<file path="config.mk">
export PLATFORM = sky130hd
export DESIGN_NAME = i2c_master_register_access_flat
export DESIGN_NICKNAME = d
export VERILOG_FILES = /design/src/rtl/core/i2cm_pkg.sv /design/src/rtl/core/i2cm_if.sv /design/src/rtl/core/i2c_master_register_access.sv /design/src/rtl/core/i2cm_step.sv /design/src/flat_wrapper.sv
export SDC_FILE = /design/constraint.sdc
export NUM_CORES = 1
export LEC_CHECK = 0
export BUFFER_PORTS_ARGS = -buffer_cell sky130_fd_sc_hd__buf_2
export CAP_MARGIN = 25
export CORE_UTILIZATION = 40
export DETAILED_ROUTE_END_ITERATION = 10
export PLACE_DENSITY_LB_ADDON = 0.05
export SLEW_MARGIN = 20
export SYNTH_ARGS = -nofsm -noshare
export SYNTH_HDL_FRONTEND = slang
export SYNTH_SLANG_ARGS = --single-unit
</file>
<file path="constraint.sdc">
create_clock -name clk_i -period 5.3 [get_ports clk_i]
set_input_delay 0 -clock clk_i [delete_from_list [all_inputs] [get_ports clk_i]]
set_output_delay 0 -clock clk_i [all_outputs]
set_load 0.005 [all_outputs]
</file>
<file path="src/rtl/core/i2cm_pkg.sv">
`timescale 1ns / 1ps
`default_nettype none

package i2cm_pkg;

  // Operation codes carried by an input item
  localparam logic [1:0] OP_TICK  = 2'd0;
  localparam logic [1:0] OP_WRITE = 2'd1;
  localparam logic [1:0] OP_READ  = 2'd2;

  // Ending status codes
  localparam logic [1:0] ST_OK        = 2'd0;
  localparam logic [1:0] ST_NACK_ADDR = 2'd1;
  localparam logic [1:0] ST_NACK_DATA = 2'd2;

  // Configuration register indexes
  localparam logic [1:0] CFG_TWO_BYTE_REG = 2'd0;
  localparam logic [1:0] CFG_POLL_LIMIT   = 2'd1;
  localparam logic [1:0] CFG_TICKS_UNIT   = 2'd2;

  // Configuration reset values
  localparam logic       CFG_TWO_BYTE_RST = 1'b1;
  localparam logic [7:0] CFG_POLL_RST     = 8'd50;
  localparam logic [7:0] CFG_TICKS_RST    = 8'd1;

  // Wait lengths in delay units
  localparam logic [2:0] UNITS_1 = 3'd1;
  localparam logic [2:0] UNITS_2 = 3'd2;
  localparam logic [2:0] UNITS_4 = 3'd4;
  localparam logic [2:0] UNITS_5 = 3'd5;

  localparam logic [3:0] BITS_PER_BYTE = 4'd8;

  typedef enum logic [4:0] {
    PH_IDLE  = 5'd0,
    PH_ST1   = 5'd1,
    PH_ST2   = 5'd2,
    PH_ST3   = 5'd3,
    PH_TXA   = 5'd4,
    PH_TXB   = 5'd5,
    PH_TXC   = 5'd6,
    PH_WA1   = 5'd7,
    PH_WA2   = 5'd8,
    PH_WA3   = 5'd9,
    PH_POLL  = 5'd10,
    PH_WEND  = 5'd11,
    PH_LOADW = 5'd12,
    PH_RD0   = 5'd13,
    PH_RBA   = 5'd14,
    PH_RBB   = 5'd15,
    PH_AK1   = 5'd16,
    PH_AK2   = 5'd17,
    PH_AK3   = 5'd18,
    PH_AK4   = 5'd19,
    PH_SP1   = 5'd20,
    PH_SP2   = 5'd21,
    PH_SP3   = 5'd22,
    PH_SP4   = 5'd23
  } phase_e;

  typedef enum logic [2:0] {
    STG_ADDR_W = 3'd0,
    STG_REG_HI = 3'd1,
    STG_REG_LO = 3'd2,
    STG_ADDR_R = 3'd3,
    STG_DATA   = 3'd4
  } stage_e;

  typedef struct packed {
    logic       two_byte_reg;
    logic [7:0] poll_limit;
    logic [7:0] ticks_unit;
  } cfg_t;

  typedef struct packed {
    logic [1:0]  operation;
    logic [6:0]  device_address;
    logic [15:0] register_address;
    logic [7:0]  byte_count;
    logic [7:0]  write_byte;
    logic        sda_sample;
  } cmd_t;

  typedef struct packed {
    logic       scl_level;
    logic       sda_pull_low;
    logic [7:0] read_byte;
    logic       read_valid;
    logic       data_request;
    logic       busy_res;
    logic       done_res;
    logic [1:0] status;
    logic       start_fault;
  } res_t;

  typedef struct packed {
    phase_e      phase;
    logic [10:0] wait_cnt;
    logic [3:0]  bit_cnt;
    logic [7:0]  shift;
    logic [7:0]  bytes_left;
    logic [7:0]  poll_cnt;
    logic [6:0]  tgt_addr;
    logic [15:0] tgt_reg;
    logic        is_read;
    logic        fault;
    logic        scl;
    logic        sda_low;
    stage_e      stage;
    logic [1:0]  end_status;
  } st_t;

endpackage

`default_nettype wire

</file>
<file path="src/rtl/core/i2cm_if.sv">
`timescale 1ns / 1ps
`default_nettype none

// Command and tick items into the master
interface i2cm_cmd_if;
  logic        valid;
  logic        ready;
  logic [1:0]  operation;
  logic [6:0]  device_address;
  logic [15:0] register_address;
  logic [7:0]  byte_count;
  logic [7:0]  write_byte;
  logic        sda_sample;

  modport source (
    output valid, operation, device_address, register_address, byte_count,
           write_byte, sda_sample,
    input  ready
  );
  modport sink (
    input  valid, operation, device_address, register_address, byte_count,
           write_byte, sda_sample,
    output ready
  );
endinterface

// Result items out of the master
interface i2cm_res_if;
  logic       valid;
  logic       ready;
  logic       scl_level;
  logic       sda_pull_low;
  logic [7:0] read_byte;
  logic       read_valid;
  logic       data_request;
  logic       busy_res;
  logic       done_res;
  logic [1:0] status;
  logic       start_fault;

  modport source (
    output valid, scl_level, sda_pull_low, read_byte, read_valid, data_request,
           busy_res, done_res, status, start_fault,
    input  ready
  );
  modport sink (
    input  valid, scl_level, sda_pull_low, read_byte, read_valid, data_request,
           busy_res, done_res, status, start_fault,
    output ready
  );
endinterface

`default_nettype wire

</file>
<file path="src/rtl/core/i2c_master_register_access.sv">
`timescale 1ns / 1ps
`default_nettype none

// I2C master for device register writes and reads.
// Channels: cmd_i takes items (operation, addresses, byte count, write byte,
// sampled SDA); res_o returns exactly one result item per input item with
// the SCL and SDA drive levels, a received byte, a data request and the
// busy / done / status / start-fault flags. Configuration is a write port
// (cfg_we_i, cfg_idx_i, cfg_data_i); write it only while no transfer runs.
// An accepted item is held in an input register, then one step of the pin
// sequence runs and the result register loads, which puts its result on
// res_o. Throughput is one item per clock while res_o is taken; the
// sequencer state feeds back within that single step. A begin item starts a
// transfer while idle; every later item moves the pin sequence by one step,
// so line timing is set by the tick rate and ticks_per_delay_unit.
// Reset: the sequencer goes idle with both lines released, the configuration
// returns to two-byte register addresses, a poll limit of 50 and one tick per
// delay unit. Stall: when res_o is not taken, the result register holds, the
// input register still takes one item, then cmd_i.ready drops.
module i2c_master_register_access (
  input  wire        clk_i,
  input  wire        rst_ni,
  input  wire        cfg_we_i,
  input  wire [1:0]  cfg_idx_i,
  input  wire [7:0]  cfg_data_i,
  i2cm_cmd_if.sink   cmd_i,
  i2cm_res_if.source res_o
);
  import i2cm_pkg::*;

  cfg_t cfg_q;
  cmd_t cmd_in;
  cmd_t cmd_q;
  logic in_vld_q;
  logic res_vld_q;
  res_t res_q;
  res_t res_d;
  st_t  st_q;
  st_t  st_d;
  logic advance;
  logic in_take;

  // Configuration registers
  always_ff @(posedge clk_i or negedge rst_ni) begin
    if (!rst_ni) begin
      cfg_q <= '{two_byte_reg: CFG_TWO_BYTE_RST,
                 poll_limit:   CFG_POLL_RST,
                 ticks_unit:   CFG_TICKS_RST};
    end else if (cfg_we_i) begin
      case (cfg_idx_i)
        CFG_TWO_BYTE_REG: cfg_q.two_byte_reg <= cfg_data_i[0];
        CFG_POLL_LIMIT:   cfg_q.poll_limit   <= cfg_data_i;
        CFG_TICKS_UNIT:   cfg_q.ticks_unit   <= cfg_data_i;
        default: ;
      endcase
    end
  end

  assign cmd_in.operation        = cmd_i.operation;
  assign cmd_in.device_address   = cmd_i.device_address;
  assign cmd_in.register_address = cmd_i.register_address;
  assign cmd_in.byte_count       = cmd_i.byte_count;
  assign cmd_in.write_byte       = cmd_i.write_byte;
  assign cmd_in.sda_sample       = cmd_i.sda_sample;

  // Step when the result register is free or being taken
  assign advance     = in_vld_q && (!res_vld_q || res_o.ready);
  assign cmd_i.ready = !in_vld_q || advance;
  assign in_take     = cmd_i.valid && cmd_i.ready;

  // Input register
  always_ff @(posedge clk_i or negedge rst_ni) begin
    if (!rst_ni) begin
      in_vld_q <= 1'b0;
    end else if (in_take) begin
      in_vld_q <= 1'b1;
    end else if (advance) begin
      in_vld_q <= 1'b0;
    end
  end

  always_ff @(posedge clk_i) begin
    if (in_take) begin
      cmd_q <= cmd_in;
    end
  end

  i2cm_step u_step (
    .st_i  (st_q),
    .cfg_i (cfg_q),
    .cmd_i (cmd_q),
    .st_o  (st_d),
    .res_o (res_d)
  );

  // Sequencer state
  always_ff @(posedge clk_i or negedge rst_ni) begin
    if (!rst_ni) begin
      st_q <= '{phase:      PH_IDLE,
                wait_cnt:   '0,
                bit_cnt:    '0,
                shift:      '0,
                bytes_left: '0,
                poll_cnt:   '0,
                tgt_addr:   '0,
                tgt_reg:    '0,
                is_read:    1'b0,
                fault:      1'b0,
                scl:        1'b1,
                sda_low:    1'b0,
                stage:      STG_ADDR_W,
                end_status: ST_OK};
    end else if (advance) begin
      st_q <= st_d;
    end
  end

  // Result register
  always_ff @(posedge clk_i or negedge rst_ni) begin
    if (!rst_ni) begin
      res_vld_q <= 1'b0;
    end else if (advance) begin
      res_vld_q <= 1'b1;
    end else if (res_o.ready) begin
      res_vld_q <= 1'b0;
    end
  end

  always_ff @(posedge clk_i) begin
    if (advance) begin
      res_q <= res_d;
    end
  end

  assign res_o.valid        = res_vld_q;
  assign res_o.scl_level    = res_q.scl_level;
  assign res_o.sda_pull_low = res_q.sda_pull_low;
  assign res_o.read_byte    = res_q.read_byte;
  assign res_o.read_valid   = res_q.read_valid;
  assign res_o.data_request = res_q.data_request;
  assign res_o.busy_res     = res_q.busy_res;
  assign res_o.done_res     = res_q.done_res;
  assign res_o.status       = res_q.status;
  assign res_o.start_fault  = res_q.start_fault;

endmodule

`default_nettype wire

</file>
<file path="src/rtl/core/i2cm_step.sv">
`timescale 1ns / 1ps
`default_nettype none

// One step of the pin sequence: next state and result for one item.
module i2cm_step (
  input  var i2cm_pkg::st_t  st_i,
  input  var i2cm_pkg::cfg_t cfg_i,
  input  var i2cm_pkg::cmd_t cmd_i,
  output i2cm_pkg::st_t      st_o,
  output i2cm_pkg::res_t     res_o
);
  import i2cm_pkg::*;

  logic [7:0] ticks_eff;
  st_t        nst;
  res_t       res;
  logic       do_start;
  logic       do_byte;
  logic [7:0] byte_val;
  logic       do_read;
  logic       do_stop;
  logic [1:0] stop_st;
  logic       do_next;
  logic       do_poll;
  logic [7:0] poll_base;
  logic [3:0] bit_inc;
  logic [7:0] shift_in;

  // Zero ticks per unit acts as one
  assign ticks_eff = (cfg_i.ticks_unit == 8'd0) ? 8'd1 : cfg_i.ticks_unit;
  assign bit_inc   = st_i.bit_cnt + 4'd1;
  assign shift_in  = {st_i.shift[6:0], cmd_i.sda_sample};

  function automatic logic [10:0] f_wait(input logic [2:0] units);
    return 11'(units) * 11'(ticks_eff);
  endfunction

  always_comb begin
    nst       = st_i;
    res       = '0;
    do_start  = 1'b0;
    do_byte   = 1'b0;
    byte_val  = '0;
    do_read   = 1'b0;
    do_stop   = 1'b0;
    stop_st   = ST_OK;
    do_next   = 1'b0;
    do_poll   = 1'b0;
    poll_base = st_i.poll_cnt;

    if (st_i.phase == PH_IDLE) begin
      // Latch a new transfer
      if (cmd_i.operation == OP_WRITE || cmd_i.operation == OP_READ) begin
        nst.tgt_addr   = cmd_i.device_address;
        nst.tgt_reg    = cmd_i.register_address;
        nst.bytes_left = cmd_i.byte_count;
        nst.is_read    = (cmd_i.operation == OP_READ);
        nst.fault      = 1'b0;
        nst.end_status = ST_OK;
        nst.stage      = STG_ADDR_W;
        do_start       = 1'b1;
      end
    end else if (st_i.phase == PH_POLL || st_i.phase == PH_LOADW ||
                 st_i.wait_cnt <= 11'd1) begin
      // End of the current phase
      case (st_i.phase)
        PH_ST1: begin
          if (!cmd_i.sda_sample) nst.fault = 1'b1;
          nst.sda_low  = 1'b1;
          nst.phase    = PH_ST2;
          nst.wait_cnt = f_wait(UNITS_4);
        end
        PH_ST2: begin
          if (cmd_i.sda_sample) nst.fault = 1'b1;
          nst.scl      = 1'b0;
          nst.phase    = PH_ST3;
          nst.wait_cnt = f_wait(UNITS_4);
        end
        PH_ST3: begin
          do_byte  = 1'b1;
          byte_val = {st_i.tgt_addr, st_i.stage == STG_ADDR_R};
        end
        PH_TXA: begin
          nst.sda_low  = ~st_i.shift[7];
          nst.phase    = PH_TXB;
          nst.wait_cnt = f_wait(UNITS_2);
        end
        PH_TXB: begin
          nst.scl      = 1'b1;
          nst.phase    = PH_TXC;
          nst.wait_cnt = f_wait(UNITS_2);
        end
        PH_TXC: begin
          nst.shift   = {st_i.shift[6:0], 1'b0};
          nst.bit_cnt = bit_inc;
          nst.scl     = 1'b0;
          if (bit_inc >= BITS_PER_BYTE) begin
            nst.phase    = PH_WA1;
            nst.wait_cnt = f_wait(UNITS_1);
          end else begin
            nst.phase    = PH_TXA;
            nst.wait_cnt = f_wait(UNITS_2);
          end
        end
        PH_WA1: begin
          nst.sda_low  = 1'b0;
          nst.phase    = PH_WA2;
          nst.wait_cnt = f_wait(UNITS_1);
        end
        PH_WA2: begin
          nst.scl      = 1'b1;
          nst.phase    = PH_WA3;
          nst.wait_cnt = f_wait(UNITS_1);
        end
        PH_WA3: begin
          nst.poll_cnt = '0;
          poll_base    = '0;
          do_poll      = 1'b1;
        end
        PH_POLL: begin
          do_poll = 1'b1;
        end
        PH_WEND: begin
          // Pick the next byte after an acknowledge
          case (st_i.stage)
            STG_ADDR_W: begin
              do_byte = 1'b1;
              if (cfg_i.two_byte_reg) begin
                nst.stage = STG_REG_HI;
                byte_val  = st_i.tgt_reg[15:8];
              end else begin
                nst.stage = STG_REG_LO;
                byte_val  = st_i.tgt_reg[7:0];
              end
            end
            STG_REG_HI: begin
              nst.stage = STG_REG_LO;
              do_byte   = 1'b1;
              byte_val  = st_i.tgt_reg[7:0];
            end
            STG_REG_LO: begin
              if (st_i.is_read) begin
                nst.stage = STG_ADDR_R;
                do_start  = 1'b1;
              end else begin
                do_next = 1'b1;
              end
            end
            STG_ADDR_R: begin
              if (st_i.bytes_left == 8'd0) begin
                do_stop = 1'b1;
              end else begin
                do_read = 1'b1;
              end
            end
            default: begin
              do_next = 1'b1;
            end
          endcase
        end
        PH_LOADW: begin
          nst.stage      = STG_DATA;
          nst.bytes_left = st_i.bytes_left - 8'd1;
          do_byte        = 1'b1;
          byte_val       = cmd_i.write_byte;
        end
        PH_RD0: begin
          nst.phase    = PH_RBA;
          nst.wait_cnt = f_wait(UNITS_2);
        end
        PH_RBA: begin
          nst.scl      = 1'b1;
          nst.phase    = PH_RBB;
          nst.wait_cnt = f_wait(UNITS_2);
        end
        PH_RBB: begin
          nst.shift   = shift_in;
          nst.bit_cnt = bit_inc;
          nst.scl     = 1'b0;
          if (bit_inc >= BITS_PER_BYTE) begin
            res.read_valid = 1'b1;
            res.read_byte  = shift_in;
            nst.bytes_left = st_i.bytes_left - 8'd1;
            nst.phase      = PH_AK1;
          end else begin
            nst.phase = PH_RBA;
          end
          nst.wait_cnt = f_wait(UNITS_2);
        end
        PH_AK1: begin
          nst.sda_low  = (st_i.bytes_left != 8'd0);
          nst.phase    = PH_AK2;
          nst.wait_cnt = f_wait(UNITS_2);
        end
        PH_AK2: begin
          nst.scl      = 1'b1;
          nst.phase    = PH_AK3;
          nst.wait_cnt = f_wait(UNITS_2);
        end
        PH_AK3: begin
          nst.scl      = 1'b0;
          nst.phase    = PH_AK4;
          nst.wait_cnt = f_wait(UNITS_2);
        end
        PH_AK4: begin
          if (st_i.bytes_left == 8'd0) begin
            do_stop = 1'b1;
          end else begin
            do_read = 1'b1;
          end
        end
        PH_SP1: begin
          nst.sda_low  = 1'b1;
          nst.phase    = PH_SP2;
          nst.wait_cnt = f_wait(UNITS_4);
        end
        PH_SP2: begin
          nst.scl      = 1'b1;
          nst.phase    = PH_SP3;
          nst.wait_cnt = f_wait(UNITS_4);
        end
        PH_SP3: begin
          nst.sda_low  = 1'b0;
          nst.phase    = PH_SP4;
          nst.wait_cnt = f_wait(UNITS_4);
        end
        PH_SP4: begin
          res.done_res = 1'b1;
          nst.phase    = PH_IDLE;
          nst.wait_cnt = '0;
        end
        default: begin
          nst.phase   = PH_IDLE;
          nst.scl     = 1'b1;
          nst.sda_low = 1'b0;
        end
      endcase
    end else begin
      // Count down the wait
      nst.wait_cnt = st_i.wait_cnt - 11'd1;
    end

    // Acknowledge poll: one per item
    if (do_poll) begin
      if (!cmd_i.sda_sample) begin
        nst.scl      = 1'b0;
        nst.phase    = PH_WEND;
        nst.wait_cnt = f_wait(UNITS_1);
      end else if (poll_base >= cfg_i.poll_limit) begin
        do_stop = 1'b1;
        stop_st = (st_i.stage inside {STG_ADDR_W, STG_ADDR_R}) ? ST_NACK_ADDR
                                                               : ST_NACK_DATA;
      end else begin
        nst.poll_cnt = poll_base + 8'd1;
        nst.phase    = PH_POLL;
      end
    end

    // Request the next write byte or finish
    if (do_next) begin
      if (st_i.bytes_left == 8'd0) begin
        do_stop = 1'b1;
      end else begin
        res.data_request = 1'b1;
        nst.phase        = PH_LOADW;
      end
    end

    if (do_start) begin
      nst.scl      = 1'b1;
      nst.sda_low  = 1'b0;
      nst.phase    = PH_ST1;
      nst.wait_cnt = f_wait(UNITS_5);
    end
    if (do_byte) begin
      nst.shift    = byte_val;
      nst.bit_cnt  = '0;
      nst.scl      = 1'b0;
      nst.phase    = PH_TXA;
      nst.wait_cnt = f_wait(UNITS_2);
    end
    if (do_read) begin
      nst.sda_low  = 1'b0;
      nst.shift    = '0;
      nst.bit_cnt  = '0;
      nst.phase    = PH_RD0;
      nst.wait_cnt = f_wait(UNITS_2);
    end
    if (do_stop) begin
      nst.end_status = stop_st;
      nst.scl        = 1'b0;
      nst.phase      = PH_SP1;
      nst.wait_cnt   = f_wait(UNITS_4);
    end

    // Pins and flags after this item
    res.scl_level    = nst.scl;
    res.sda_pull_low = nst.sda_low;
    res.busy_res     = (nst.phase != PH_IDLE);
    res.status       = res.done_res ? nst.end_status : ST_OK;
    res.start_fault  = nst.fault;
  end

  assign st_o  = nst;
  assign res_o = res;

endmodule

`default_nettype wire

</file>
<file path="src/flat_wrapper.sv">
// flat-port wrapper written by rule: the top's interface ports become plain ports
module i2c_master_register_access_flat import i2cm_pkg::*;
  (clk_i, rst_ni, cfg_we_i, cfg_idx_i, cfg_data_i, cmd_i_valid, cmd_i_operation, cmd_i_device_address, cmd_i_register_address, cmd_i_byte_count, cmd_i_write_byte, cmd_i_sda_sample, cmd_i_ready, res_o_valid, res_o_scl_level, res_o_sda_pull_low, res_o_read_byte, res_o_read_valid, res_o_data_request, res_o_busy_res, res_o_done_res, res_o_status, res_o_start_fault, res_o_ready);
  i2cm_cmd_if cmd_i_i ();
  i2cm_res_if res_o_i ();
  input  wire clk_i;
  input  wire rst_ni;
  input  wire cfg_we_i;
  input  wire [1:0] cfg_idx_i;
  input  wire [7:0] cfg_data_i;
  input wire logic [$bits(cmd_i_i.valid)-1:0] cmd_i_valid;
  input wire logic [$bits(cmd_i_i.operation)-1:0] cmd_i_operation;
  input wire logic [$bits(cmd_i_i.device_address)-1:0] cmd_i_device_address;
  input wire logic [$bits(cmd_i_i.register_address)-1:0] cmd_i_register_address;
  input wire logic [$bits(cmd_i_i.byte_count)-1:0] cmd_i_byte_count;
  input wire logic [$bits(cmd_i_i.write_byte)-1:0] cmd_i_write_byte;
  input wire logic [$bits(cmd_i_i.sda_sample)-1:0] cmd_i_sda_sample;
  output wire logic [$bits(cmd_i_i.ready)-1:0] cmd_i_ready;
  output wire logic [$bits(res_o_i.valid)-1:0] res_o_valid;
  output wire logic [$bits(res_o_i.scl_level)-1:0] res_o_scl_level;
  output wire logic [$bits(res_o_i.sda_pull_low)-1:0] res_o_sda_pull_low;
  output wire logic [$bits(res_o_i.read_byte)-1:0] res_o_read_byte;
  output wire logic [$bits(res_o_i.read_valid)-1:0] res_o_read_valid;
  output wire logic [$bits(res_o_i.data_request)-1:0] res_o_data_request;
  output wire logic [$bits(res_o_i.busy_res)-1:0] res_o_busy_res;
  output wire logic [$bits(res_o_i.done_res)-1:0] res_o_done_res;
  output wire logic [$bits(res_o_i.status)-1:0] res_o_status;
  output wire logic [$bits(res_o_i.start_fault)-1:0] res_o_start_fault;
  input wire logic [$bits(res_o_i.ready)-1:0] res_o_ready;
  assign cmd_i_i.valid = cmd_i_valid;
  assign cmd_i_i.operation = cmd_i_operation;
  assign cmd_i_i.device_address = cmd_i_device_address;
  assign cmd_i_i.register_address = cmd_i_register_address;
  assign cmd_i_i.byte_count = cmd_i_byte_count;
  assign cmd_i_i.write_byte = cmd_i_write_byte;
  assign cmd_i_i.sda_sample = cmd_i_sda_sample;
  assign cmd_i_ready = cmd_i_i.ready;
  assign res_o_valid = res_o_i.valid;
  assign res_o_scl_level = res_o_i.scl_level;
  assign res_o_sda_pull_low = res_o_i.sda_pull_low;
  assign res_o_read_byte = res_o_i.read_byte;
  assign res_o_read_valid = res_o_i.read_valid;
  assign res_o_data_request = res_o_i.data_request;
  assign res_o_busy_res = res_o_i.busy_res;
  assign res_o_done_res = res_o_i.done_res;
  assign res_o_status = res_o_i.status;
  assign res_o_start_fault = res_o_i.start_fault;
  assign res_o_i.ready = res_o_ready;
  i2c_master_register_access u_core (.clk_i(clk_i), .rst_ni(rst_ni), .cfg_we_i(cfg_we_i), .cfg_idx_i(cfg_idx_i), .cfg_data_i(cfg_data_i), .cmd_i(cmd_i_i), .res_o(res_o_i));
endmodule
</file>
# Yosys cells after proc, flatten, opt, wreduce, memory -nomap -nowiden
# Index checks and enable logic that the tools add are counted.
# totals
register_bits,154
out_inout_bits,19
word_cells,230
# op_classes
add_sub_neg,4
n_mul,1
order_cmp,3
eq_ne,35
mux,104
bitwise_logic,4
reduce_logical,45
# op_table
op,n
$mux W28,4
$mux W8,14
$pmux W5 S17,1
$pmux W11 S5,1
$mux W16,3
$mux W1,46
$eq A5 B4 Y1 const B,8
$eq A5 B5 Y1 const B,8
$mux W5,7
$pmux W8 S2,2
$pmux W12 S2,1
$pmux W8 S3,1
$mux W11,2
$eq A5 B3 Y1 const B,4
$mux W2,9
$reduce_or A17 Y1,1
$logic_not A8 Y1,2
$reduce_or A14 Y1,1
$mux W13,1
$pmux W1 S2,6
$le A11 B1 Y1 const B,1
$mul A3 B8 Y11 const A,1
$sub A11 B1 Y11 const B,1
$eq A5 B2 Y1 const B,2
other kinds (42),69

# Logic depth before layout (Yosys ltp)
# depth
ltp_word,16
ltp_mapped,15
ltp_nobuf,13

# By module
# Synthesis repeated with hierarchy kept, for this count alone.
# unflattened
cells_unflattened,947
hier_area_um2,9535.4
# by_module_without_submodules
module,n_inst,cells_per_inst,area_per_inst_um2,seq_area_each_um2
i2c_master_register_access,1,265,5450.2,4156.5
i2cm_step,1,682,4085.2,0.0

# Worst setup path before layout
# OpenSTA, ideal clock, no wires.
# synth_path
kind,reg2reg
startpoint,register u_core.st_q[67] (netlist bit)
endpoint,"register u_core.res_q, in the netlist u_core.res_o.busy_res (data pin)"
setup_time_ns,0.141
t_arrival_ns,3.768
required_time_ns,5.159
path_slack_ns,1.391
stages_incl_launch_ff,15
period_less_slack_ns,3.909
path_cell_list,dfrtp_1 -> nor3_1 -> o2111ai_1 -> or4_1 -> clkbuf_1 -> and2_1 -> ha_1 -> a21o_1 -> a221oi_1 -> o21a_1 -> nand3b_1 -> and2_1 -> clkbuf_1 -> a32oi_1 -> nand4_1
# synth_rtl
element,line,source
start: declaration,i2c_master_register_access.sv:38,st_t st_q;
start signal: assignment,i2c_master_register_access.sv:99,"st_q <= '{phase: PH_IDLE,"
start signal: assignment,i2c_master_register_access.sv:114,st_q <= st_d;
end signal: assignment,i2c_master_register_access.sv:131,res_q <= res_d;
end: declaration,i2c_master_register_access.sv:36,res_t res_q;

# Worst setup path in the final report
# layout_path
startpoint,register u_core.st_q[67] (netlist bit)
endpoint,register u_core.st_q[62] (netlist bit)
# layout_via
elab_chain_len,11
# layout_lines
element,line,source
$le A11 B1 Y1 *,i2cm_step.sv:64,st_i.wait_cnt <= 11'd1) begin
$logic_or A1 B1 Y1 *,i2cm_step.sv:63,end else if (st_i.phase == PH_POLL || st_i.phase == PH_LOADW ||
$mux W8,i2cm_step.sv:63,
$mux W8,i2cm_step.sv:51,if (st_i.phase == PH_IDLE) begin
$ge A8 B8 Y1,i2cm_step.sv:249,end else if (poll_base >= cfg_i.poll_limit) begin
$mux W1,i2cm_step.sv:249,
$mux W1,i2cm_step.sv:245,if (!cmd_i.sda_sample) begin
$mux W1,i2cm_step.sv:244,if (do_poll) begin
$mux W1,i2cm_step.sv:261,if (st_i.bytes_left == 8'd0) begin
$mux W1,i2cm_step.sv:260,if (do_next) begin
$mux W16 *,i2cm_step.sv:289,if (do_stop) begin
# Every way passes the cells marked *; elsewhere a longest branch is shown, timed or not. The select of a mux whose other input is x is not followed.
# A chain may end at the register's enable or synchronous reset.

==> results_dict.tcl <==
set metrics [dict create \
    path_common_cell "or4_1" \
    wl_per_cell_um 21.13 \
    synth_cell_types 77 \
    synthMostInstantiatedCell "dfrtp_1" \
    drt_iter0_markers 617 \
    initial_core_util 0.4110 \
    syn_nets 954 \
    h-tree-depth 4 \
    detail-route-antenna-nets 0 \
    drt_wl_total_mm 26.79 \
    synthDominantCellAreaShare 0.2562 \
    synth.avg_cell_area_sq_um 9.971 \
    synth-edff-count 59 \
    cts_tree "yes" \
    dp_hpwl_mm 18.09 \
    drive_gt1_frac 0.1923 \
    synthTopCellsByArea "dfrtp_1 (26%), edfxtp_1 (20%), mux2_2 (6.0%)" \
    crit_type "flip-flop to flip-flop" \
    die_x_um 149.4 \
    crit_family "simple AND/OR/NAND/NOR gates" \
    netlist_area_sq_um 8695 \
    maxCapViolCount 0 \
    rsz0062_at_grt "no" \
    synth-main-ff-cell "dfrtp_1" \
    path_max_fanout 13 \
    hold_violations 0 \
    cts_sinks 154 \
    slew_headroom 0.3115 \
    p_int_mw 2.540 \
    async_reset_ff_frac 0.6169 \
    yosysWarnings 0 \
    synth_area_leader_cell "dfrtp_1" \
    viasPerCell 5.977 \
    ys_ff_latch 154 \
    layout.nets 1062 \
    status "complete, no violations" \
    p_switching_mw 1.369 \
    clk_latency_ns 0.43 \
    r2r_cells 12 \
    placeableCoreArea_sq_um 21150 \
    cts_made_buffers 17 \
    fmax_ghz 0.2181 \
    fin_util 0.4974 \
    worst_pin_slew_ns 1.030 \
    worst_clock_skew_ns 0.01163 \
    clockPowerShare 0.316 \
    die-area_sq_um 22330 \
    path_clk_slew_ns 0.06 \
    cp_slowest_stage_delay_ns 0.73 \
    holdPathStages 3 \
    port_buffers 75 \
    synth_commonest_cells "dfrtp_1 (89), nand2_1 (74), o21ai_0 (74)" \
    worstSetupStartpointType "flip-flop" \
    p_comb_frac 0.281 \
    syn2layout_area_growth_pct 21.02 \
    swShare 0.3502 \
    fin_crit_ns 4.585 \
    finalSetupViolCount 0 \
    io_pins 76 \
    path_buf_inv 0 \
    track_usage 0.2517 \
    ir_worst_vdd_uv 185.5 \
    vias 7579 \
    grt_pass1_wl_mm 42.36 \
    syn_inst 872 \
    fin_crit_sh 0.8651 \
    cts_max_path_buffers 2 \
    seq_power_share 0.403 \
    grt_max_degree 52 \
    worstSetupPathDepth 12 \
    drc 0 \
    crit_path_end_kind "flip-flop" \
    rows 53 \
    drv_slew 0 \
    die_h_um 149.4 \
    hp-class "input pin to flip-flop" \
    worst_path_max_delay_cell "or4_1" \
    cp_cell_sequence "nor3_1 > o2111ai_1 > or4_1 > and2_1 > ha_1 > a21o_1 > a221oi_1 > o21a_1 > nand3b_1 > nand2_1 > or4_1 > o211ai_1" \
    diodes 0 \
    first_pass_iters 5 \
    place.gp.congestion 0.9669 \
    root_buffer "clkbuf_16" \
    crit_required_ns 5.64 \
    p_per_area_nw_per_um2 371.5 \
    ys_seq_area_frac 0.4781 \
    p_leak_nw 4.356 \
    antenna_found_initial 0 \
    grt.overflow.total 0 \
    setup_tns_ns 0 \
    grt_pass1_vias 7560 \
    arrival_ns 4.92 \
]
[timing repair]
action,4_1_cts,5_1_grt
hold buffers,56,0
setup buffers,0,0
resized for setup,0,0
hold endpoints to repair,105,0
endpoints found under the setup margin,0,0
[state kept, by name, indices dropped and copies added (netlist names), 2 cells and up]
name / cells
u_core.res_o.status: 2
u_core.res_o.read_byte: 8
u_core.cmd_q: 42
u_core.cfg_q: 17
u_core.st_q: 76
[cell families (layout without fill, tap and decap cells)]
group	after synthesis	count (layout)	synth area share
flip-flops	154	154	0.4781
AND/OR/NAND/NOR	266	266	0.1567
multiplexers	58	58	0.07339
AO/OA/AOI/OAI	264	264	0.2015
XOR/XNOR	8	8	0.008058
buffers and inverters	96	217	0.04432
adder cells (fa/ha/maj)	26	26	0.03799
[per-layer routing]
metal	GRT usage	wire length [um]	vias to the layer above
met5	0	0	-
met1	0.3248	11630	3726
li1	-	-	3509
met4	0.1041	780	0
met2	0.4086	12790	292
met3	0.05335	1587	52
[power groups by stage]
stage / Sequential (mW) / Clock (mW) / Combinational [mW]
floorplan: 1.52 / 0 / 0.758
global placement: 1.59 / 0 / 1.04
detailed placement: 1.59 / 0 / 1.05
CTS: 1.57 / 1.27 / 1.08
global route: 1.60 / 1.32 / 1.20
finish: 1.58 / 1.23 / 1.10
[cell usage in the layout, fill, tap and decap left out, types with 8 or more instances in the layout]
cell,netlist,final
nand4_1,10,10
a21oi_1,49,48
clkbuf_16,0,17
edfxtp_1,59,59
a31oi_1,12,12
and3_1,14,14
a22o_1,9,9
mux2_2,46,46
a21o_1,11,11
nand2_1,74,73
nand2b_1,12,12
and2_1,11,10
nand3_1,18,18
mux2i_1,12,12
dlygate4sd3_1,0,56
nor2_1,43,43
a22oi_1,9,9
dfrtp_1,89,89
nor3_1,33,33
ha_1,24,24
nor2b_1,9,9
o21ai_0,74,73
o22ai_1,9,9
o31ai_1,12,11
inv_1,32,32
buf_4,2,22
a211oi_1,8,8
buf_2,8,74
[tightest hold or removal path, cell delays in order]
cell and delay (ns):
buf_2 0.11, nor3b_1 0.13, mux2_2 0.21
[through the flow]
step / instances / area, sq um / total power, mW / worst slack [ns] / hold WS (ns)
floorplan: 872 / 8695 / 2.281 / 1.391 / -0.2956
global placement: 1179 / 9331 / 2.633 / 0.9431 / 0.05721
detailed placement: 1179 / 9334 / 2.640 / 0.8027 / 0.06275
CTS: 1267 / 10500 / 3.923 / 0.7654 / 0.03954
global route: 1268 / 10520 / 4.120 / 0.3840 / 0.04634
finish: 1268 / 10520 / 3.909 / 0.7149 / 0.05771
[layout make-up]
cell class / count / area [sq um]
clock buffers: 18 / 429.2
clock inverters: 14 / 178.9
fillers: 1952 / 10630
inverters: 32 / 120.1
multi-input cells: 622 / 4178
flip-flops and latches: 154 / 4156
well taps: 275 / 344.1
repair buffers: 153 / 1116
[final timing paths]
check | startpoint | to | slack, ns
max reg2reg | u_core.st_q[67]$_DFFE_PN0P_ | u_core.st_q[62]$_DFFE_PN0P_ | 0.71
min in group asynchronous | rst_ni | u_core.st_q[60]$_DFFE_PN0P_ | 0.12
min | cfg_we_i | u_core.cfg_q[16]$_DFFE_PN1P_ | 0.06
max in group asynchronous | rst_ni | u_core.st_q[3]$_DFFE_PN0P_ | 4.04
min reg2reg | u_core.st_q[58]$_DFFE_PN0P_ | u_core.st_q[58]$_DFFE_PN0P_ | 0.46
max | u_core.st_q[67]$_DFFE_PN0P_ | u_core.st_q[62]$_DFFE_PN0P_ | 0.71
(Power assumes the default switching activity.)
